## src/sv/bpc_pkg.sv

```systemverilog
// ----------------------------------------------------------------------------
// bpc_pkg
// Shared types and constants for the barometric pressure compensation block:
// datapath widths, register map, calibration reset values and special codes.
// ----------------------------------------------------------------------------
package bpc_pkg;

    // register map
    localparam int unsigned ADDR_W    = 5;
    localparam int unsigned REG_IDX_W = 3;
    localparam logic [REG_IDX_W-1:0] REG_AC1 = 3'd0;
    localparam logic [REG_IDX_W-1:0] REG_AC2 = 3'd1;
    localparam logic [REG_IDX_W-1:0] REG_AC3 = 3'd2;
    localparam logic [REG_IDX_W-1:0] REG_AC4 = 3'd3;
    localparam logic [REG_IDX_W-1:0] REG_B1  = 3'd4;
    localparam logic [REG_IDX_W-1:0] REG_B2  = 3'd5;

    // calibration reset values
    localparam logic signed [15:0] AC1_RST = 16'sd408;
    localparam logic signed [15:0] AC2_RST = -16'sd72;
    localparam logic signed [15:0] AC3_RST = -16'sd14383;
    localparam logic        [15:0] AC4_RST = 16'd32741;
    localparam logic signed [15:0] B1_RST  = 16'sd6190;
    localparam logic signed [15:0] B2_RST  = 16'sd4;

    // compensation constants
    localparam logic signed [18:0] B6_OFS    = 19'sd4000;
    localparam logic signed [43:0] B7_SCALE  = 44'sd50000;
    localparam logic signed [22:0] X3_OFS    = 23'sd32768;
    localparam logic        [11:0] QUAD_K    = 12'd3038;
    localparam logic signed [15:0] LIN_K     = -16'sd7357;
    localparam logic signed [42:0] CORR_OFS  = 43'sd3791;
    localparam logic        [17:0] PA_MAX    = 18'd262143;

    // truncating divide by 100: (pa >> 2) * 83887 >> 21, exact for pa < 2^18
    localparam logic        [16:0] HPA_MULT  = 17'd83887;
    localparam int unsigned        HPA_SHIFT = 21;

    // divider geometry: 43-bit dividend, 24-bit divisor, 30 quotient bits
    localparam int unsigned DVD_W     = 43;
    localparam int unsigned DSR_W     = 24;
    localparam int unsigned DIV_STEPS = 30;

    // end-to-end latency: 7 front stages, divider, 6 back stages
    localparam int unsigned LATENCY   = 7 + DIV_STEPS + 6;

    // special result codes
    localparam logic [1:0] SP_NONE = 2'd0;
    localparam logic [1:0] SP_ZERO = 2'd1;
    localparam logic [1:0] SP_MAX  = 2'd2;

    typedef struct packed {
        logic [1:0] sp;
        logic       case_a;
    } bpc_tag_t;

endpackage

```

## src/sv/bpc_div.sv

```systemverilog
// ----------------------------------------------------------------------------
// bpc_div
// Pipelined restoring divider, one quotient bit per stage; a side tag
// travels with each operand pair.
// ----------------------------------------------------------------------------
module bpc_div (
    input  logic                         clk,
    input  logic                         rst_n,
    input  logic                         in_valid,
    input  logic [bpc_pkg::DVD_W-1:0]    in_dividend,
    input  logic [bpc_pkg::DSR_W-1:0]    in_divisor,
    input  bpc_pkg::bpc_tag_t            in_tag,
    output logic                         out_valid,
    output logic [bpc_pkg::DIV_STEPS-1:0] out_quot,
    output logic [bpc_pkg::DSR_W-1:0]    out_rem,
    output logic [bpc_pkg::DSR_W-1:0]    out_divisor,
    output bpc_pkg::bpc_tag_t            out_tag
);
    import bpc_pkg::*;

    logic                 vld_reg [DIV_STEPS];
    logic [DSR_W-1:0]     rem_reg [DIV_STEPS];
    logic [DIV_STEPS-1:0] dq_reg  [DIV_STEPS];
    logic [DSR_W-1:0]     dsr_reg [DIV_STEPS];
    bpc_tag_t             tag_reg [DIV_STEPS];

    for (genvar k = 0; k < DIV_STEPS; k++)
    begin : step_gen
        logic                 vld_in;
        logic [DSR_W-1:0]     rem_in;
        logic [DIV_STEPS-1:0] dq_in;
        logic [DSR_W-1:0]     dsr_in;
        bpc_tag_t             tag_in;
        logic [DSR_W:0]       trial;
        logic [DSR_W:0]       diff;
        logic                 ge;
        logic [DSR_W-1:0]     rem_next;
        logic [DIV_STEPS-1:0] dq_next;

        if (k == 0)
        begin : first_gen
            // upper dividend bits seed the partial remainder
            assign vld_in = in_valid;
            assign rem_in = DSR_W'(in_dividend[DVD_W-1:DIV_STEPS]);
            assign dq_in  = in_dividend[DIV_STEPS-1:0];
            assign dsr_in = in_divisor;
            assign tag_in = in_tag;
        end
        else
        begin : next_gen
            assign vld_in = vld_reg[k-1];
            assign rem_in = rem_reg[k-1];
            assign dq_in  = dq_reg[k-1];
            assign dsr_in = dsr_reg[k-1];
            assign tag_in = tag_reg[k-1];
        end

        // dividend bits shift out the top while quotient bits enter the bottom
        assign trial    = {rem_in, dq_in[DIV_STEPS-1]};
        assign diff     = trial - {1'b0, dsr_in};
        assign ge       = (trial >= {1'b0, dsr_in});
        assign rem_next = ge ? diff[DSR_W-1:0] : trial[DSR_W-1:0];
        assign dq_next  = {dq_in[DIV_STEPS-2:0], ge};

        always_ff @(posedge clk or negedge rst_n)
        begin
            if (!rst_n)
            begin
                vld_reg[k] <= 1'b0;
            end
            else
            begin
                vld_reg[k] <= vld_in;
            end
        end

        always_ff @(posedge clk)
        begin
            rem_reg[k] <= rem_next;
            dq_reg[k]  <= dq_next;
            dsr_reg[k] <= dsr_in;
            tag_reg[k] <= tag_in;
        end
    end

    assign out_valid   = vld_reg[DIV_STEPS-1];
    assign out_quot    = dq_reg[DIV_STEPS-1];
    assign out_rem     = rem_reg[DIV_STEPS-1];
    assign out_divisor = dsr_reg[DIV_STEPS-1];
    assign out_tag     = tag_reg[DIV_STEPS-1];

endmodule

```

## config.mk

```make
export PLATFORM = sky130hd
export DESIGN_NAME = bpc_div
export DESIGN_NICKNAME = d
export VERILOG_FILES = /design/src/sv/bpc_pkg.sv /design/src/sv/bpc_div.sv
export SDC_FILE = /design/constraint.sdc
export NUM_CORES = 2
export LEC_CHECK = 0
export BUFFER_PORTS_ARGS = -buffer_cell sky130_fd_sc_hd__buf_2
export CAP_MARGIN = 40
export CORE_ASPECT_RATIO = 0.6
export CORE_UTILIZATION = 55
export CTS_CLUSTER_DIAMETER = 30
export DETAILED_ROUTE_END_ITERATION = 10
export GPL_TIMING_DRIVEN = 0
export PLACE_DENSITY = 0.76
export SETUP_SLACK_MARGIN = 0.02
export SYNTH_ARGS = -nofsm -noshare
export SYNTH_HDL_FRONTEND = slang
export SYNTH_SLANG_ARGS = --single-unit
```

## constraint.sdc

```tcl
create_clock -name clk -period 3.1 [get_ports clk]
set_input_delay 0.31 -clock clk [delete_from_list [all_inputs] [get_ports clk]]
set_output_delay 0.31 -clock clk [all_outputs]
set_load 0.02 [all_outputs]
```

# == Yosys cells after proc, flatten, opt, wreduce, memory -nomap -nowiden ==
# Memories as Yosys holds them, arrays and structs flattened.
# Index checks and enable logic that the tools add are counted.
# op_classes
addsub,30
mul,0
n_div,0
n_lt_le_gt_ge,30
eq_ne,0
shift,0
n_mux,30
bitwise_logic,0
reduce_logical,0
# ops
operator,n
25-bit by 24-bit greater-or-equal comparator with 1-bit output,29
24-bit two-way mux,30
24-bit subtractor,29
14-bit by 24-bit greater-or-equal comparator with 1-bit output,1
14-bit by 24-bit subtractor with 24-bit output,1
# totals
regBits,30
latchBits,0
ram_bits,2430
romBits,0
input_bits,73
out_inout_bits,82
mem_count,4
# mem_list
name,depth,width,read_ports,rd_clocked_by_memory_dff,write_ports,line,rtl
dq_reg,30,30,30,0,30,bpc_div.sv:23,logic [DIV_STEPS-1:0] dq_reg [DIV_STEPS];
dsr_reg,30,24,30,0,30,bpc_div.sv:24,logic [DSR_W-1:0] dsr_reg [DIV_STEPS];
rem_reg,30,24,30,0,30,bpc_div.sv:22,logic [DSR_W-1:0] rem_reg [DIV_STEPS];
tag_reg,30,3,30,0,30,bpc_div.sv:25,bpc_tag_t tag_reg [DIV_STEPS];

# == Longest topological paths before layout ==
# An unclocked memory read counts as a cell.
# depth
word_depth,3
depth_mapped,15

# == Least setup slack after synthesis ==
# No wires, ideal clock.
# synth_path
path_type,reg-to-reg
start,mem dsr_reg[8][1] (netlist: dsr_reg[0][193])
end,mem rem_reg[9][16] (netlist: rem_reg[1][40])
setup_ps,121
arrival_ps,3086
required_ps,2979
path_slack_ps,-106
path_stages_with_launch,14
n_path_buf,1
period_less_slack_ps,3206
path_cell_list,dfxtp_1 > inv_1 > ha_1 > nor2b_1 > o31a_1 > o21a_1 > o31a_1 > o22ai_2 > o21ai_2 > a31oi_2 > o21ai_1 > a211oi_4 > buf_6 > mux2_2
# synth_lines
item,line
"start, declared",bpc_div.sv:24
"end, declared",bpc_div.sv:22

==> flow_metrics.env <==
export IMPL_routed_wl_mm=236.9
export IMPL_fin_nets=10666
export IMPL_ys_async_sr_fraction_pct=1.220
export IMPL_avgRoutedWirePerCell_um=19.17
export IMPL_finalInstanceArea_um2=119900
export IMPL_drive_above_1_share_pct=25.36
export IMPL_fp_dieArea_um2=172300
export IMPL_ir_drop_uv=806.9
export IMPL_cts_root_buf="clkbuf_16"
export IMPL_avgSynthCellArea_um2=10.52
export IMPL_power_share_combinational_pct=43.0
export IMPL_dr_pass1_iters=6
export IMPL_gr_usage_all_layers_pct=25.81
export IMPL_die_h_um=321.9
export IMPL_whs_ns=-0.3974
export IMPL_synth_warnings=0
export IMPL_fp_dieW_um=535.2
export IMPL_grt_max_degree=31
export IMPL_cts_tree="built"
export IMPL_clkLatencyLatePin_ns=0.85
export IMPL_clk_pin_slew_worst_paths_ns=0.06
export IMPL_synth_nets=9732
export IMPL_synth_edff_count=0
export IMPL_worstPathArrival_ns=4.06
export IMPL_synth_cell_types=101
export IMPL_grt_pass1_vias=65683
export IMPL_stdcell_count=12360
export IMPL_antenna_left=0
export IMPL_drc=0
export IMPL_hpwl_mm=160.6
export IMPL_seqCellArea_um2=49630
export IMPL_io_pins=155
export IMPL_violations="hold timing, setup timing"
export IMPL_synth_ff_latch_count=2460
export IMPL_dpl_cell_count=11320
export IMPL_power_switching_mw=51.43
export IMPL_seq_area_frac_synth_pct=52.65
export IMPL_relSlewSlack_pct=47.85
export IMPL_crit_type="flip-flop to flip-flop"
export IMPL_n_fill_cell=11491
export IMPL_hp_class="primary input to flip-flop"
export IMPL_max_freq_mhz=298.4
export IMPL_p_clk_share_pct=26.8
export IMPL_postPlaceCellArea_um2=97570
export IMPL_pwr_share_seq_pct=30.2
export IMPL_rsz0062_at_grt="true"
export IMPL_crit_required_ns=3.81
export IMPL_multiInputGateArea_um2=45540
export IMPL_cts_sinks=2460
export IMPL_rows=116
export IMPL_setup_ws_ns=-0.2509
export IMPL_slew_viol_final=0
export IMPL_synth_area_um2=93830
export IMPL_grt_pass1_wl_mm=355.6
export IMPL_synth_top_flop_cell="dfxtp_1"
export IMPL_final_cell_mix="dfxtp_1, inv_1, ha_1"
export IMPL_vias=68015
export IMPL_setup_viol=284
export IMPL_drv_cap=0
export IMPL_p_int_mw=92.10
export IMPL_status="finished, violations left"
export IMPL_hold_viol_final=2
export IMPL_cts_inserted_buffers=319
export IMPL_largest_register_ffs=900
export IMPL_grt_antenna_before_repair=8
export IMPL_grt_remaining_overflow=0
export IMPL_period_minus_slack_ns=3.351
export IMPL_clock_skew_final_ns=0.04043
export IMPL_synthCells=8919
export IMPL_crit_path_end_kind="flip-flop"
export IMPL_p_per_area_nw_per_um2=1197
export IMPL_globalplace_congestion=0.9531
export IMPL_io_buffers=154
export IMPL_viasPerCell=5.503
export IMPL_max_slew_worst_pin_slew_ns=0.7763
export IMPL_cts_htree_levels=5
export IMPL_cts_buffer_depth=4
export IMPL_area_delta_synth_final_pct=27.76
export IMPL_sw_frac_of_total_pct=35.83
export IMPL_crit_fanout=6
export IMPL_cp_start_kind="flip-flop"
export IMPL_core_area_um2=168100
export IMPL_leakagePower_nw=54.36
export IMPL_start_util_pct=55.83
export IMPL_timing_final_crit_share_pct=108.1
export IMPL_layout_commonest_cell="dfxtp_1"
export IMPL_drtIter0Drc=5917
## metrics by stage
stage                     util, %  setup WS (ns)  total power [mW]  hold slack [ns]  setup TNS, ns
after floorplan                 -       -0.01511             77.55          0.01441       -0.03575
after global placement      58.03         -1.543             88.70           0.3095        -434.22
after detailed placement    58.05         -1.081             89.75           0.3121        -449.02
after CTS                   68.85        -0.2140             136.7          -0.4414         -25.55
after global routing        71.32        -0.3160             150.8          -0.4272         -53.29
final                       71.33        -0.2509             143.5          -0.3974         -26.52
## Yosys cell counts (84+ instances only)
library cell | instances | area (µm²)
a21o_1 | 307 | 2305
a21oi_1 | 582 | 2913
clkbuf_1 | 84 | 315.3
dfxtp_1 | 2430 | 48650
ha_1 | 710 | 8884
inv_1 | 861 | 3232
mux2_2 | 349 | 3930
nand2_1 | 469 | 1760
nand2b_1 | 98 | 613.1
nand3_1 | 124 | 620.6
nand4_1 | 108 | 675.7
nor2_1 | 467 | 1753
nor2b_1 | 112 | 700.7
nor3_1 | 88 | 440.4
o21a_1 | 86 | 645.6
o21ai_0 | 476 | 2382
xnor2_1 | 343 | 3004
xor2_1 | 228 | 1997
## cell type report
cell class	count	share of cell area (%)
well taps	2242	2.340
repair buffers	638	4.605
clock buffers	366	7.103
clock inverters	216	2.420
flip-flops and latches	2460	41.40
inverters	864	2.728
diodes	4	0.008350
plain buffers	169	1.402
multi-input cells	5401	37.99
## path summary, 6_finish.rpt
kind | start | end | slack [ns] | cells past startpoint
max | dsr_reg[1][289] | rem_reg[3][133] | -0.25 | 14
min | in_divisor[0] | dsr_reg[0][0] | -0.40 | 1
max reg2reg | dsr_reg[1][289] | rem_reg[3][133] | -0.25 | 14
min reg2reg | dq_reg[19][22] | dq_reg[20][23] | 0.30 | 0
max in group asynchronous | rst_n | step_gen[16].vld_in | 2.63 | 2
min in group asynchronous | rst_n | step_gen[28].vld_in | 0.04 | 2
## metal layers
metal  up-vias  global-route usage, %  share of wire, %
met2      2401                  37.16                42
met4         8                  6.313               1.9
met1     32488                  37.94                48
met3       435                  7.019               8.8
met5         -                      0             0.019
li1      32683                      -                 -
## critical path, stage by stage, from the launching register on
cell       delay, ns
dfxtp_4         0.37
inv_2           0.05
ha_4            0.21
nor2b_4         0.13
o31a_1          0.29
a2bb2oi_4       0.19
a211o_4         0.39
a41oi_4         0.26
o31a_1          0.25
o21ai_2         0.09
o21bai_4        0.19
a21oi_4         0.15
buf_12          0.17
clkbuf_16       0.18
mux2_4          0.29
## repair_timing
item | CTS | global route
hold endpoints to repair | 108 | 4
hold buffers | 68 | 2
pin swaps | 217 | 308
cloned | 20 | 15
setup endpoints to repair | 737 | 704
resized for setup | 941 | 765
buffers inserted | 231 | 164
## power by group through the flow
stage | logic (mW) | clock network, mW | registers (mW)
global placement | 45.4 | 0 | 43.3
CTS | 54.7 | 39.0 | 43.0
global route | 66.2 | 40.6 | 43.9
floorplan | 35.7 | 0 | 41.8
finish | 61.8 | 38.4 | 43.3
detailed placement | 46.3 | 0 | 43.4
## kinds of logic (layout without fill, tap and decap cells)
family / count (synthesis) / count (layout) / synth area share (%)
flops: 2460 / 2460 / 52.65
other cells: 0 / 4 / 0
fa+ha+maj: 740 / 740 / 10.11
mux: 430 / 430 / 5.245
buf+inv: 1060 / 2253 / 4.619
compound gates: 1992 / 1994 / 13.59
simple gates: 1666 / 1666 / 8.468
xor+xnor: 571 / 571 / 5.330
Power figures use the tool's default switching activity.
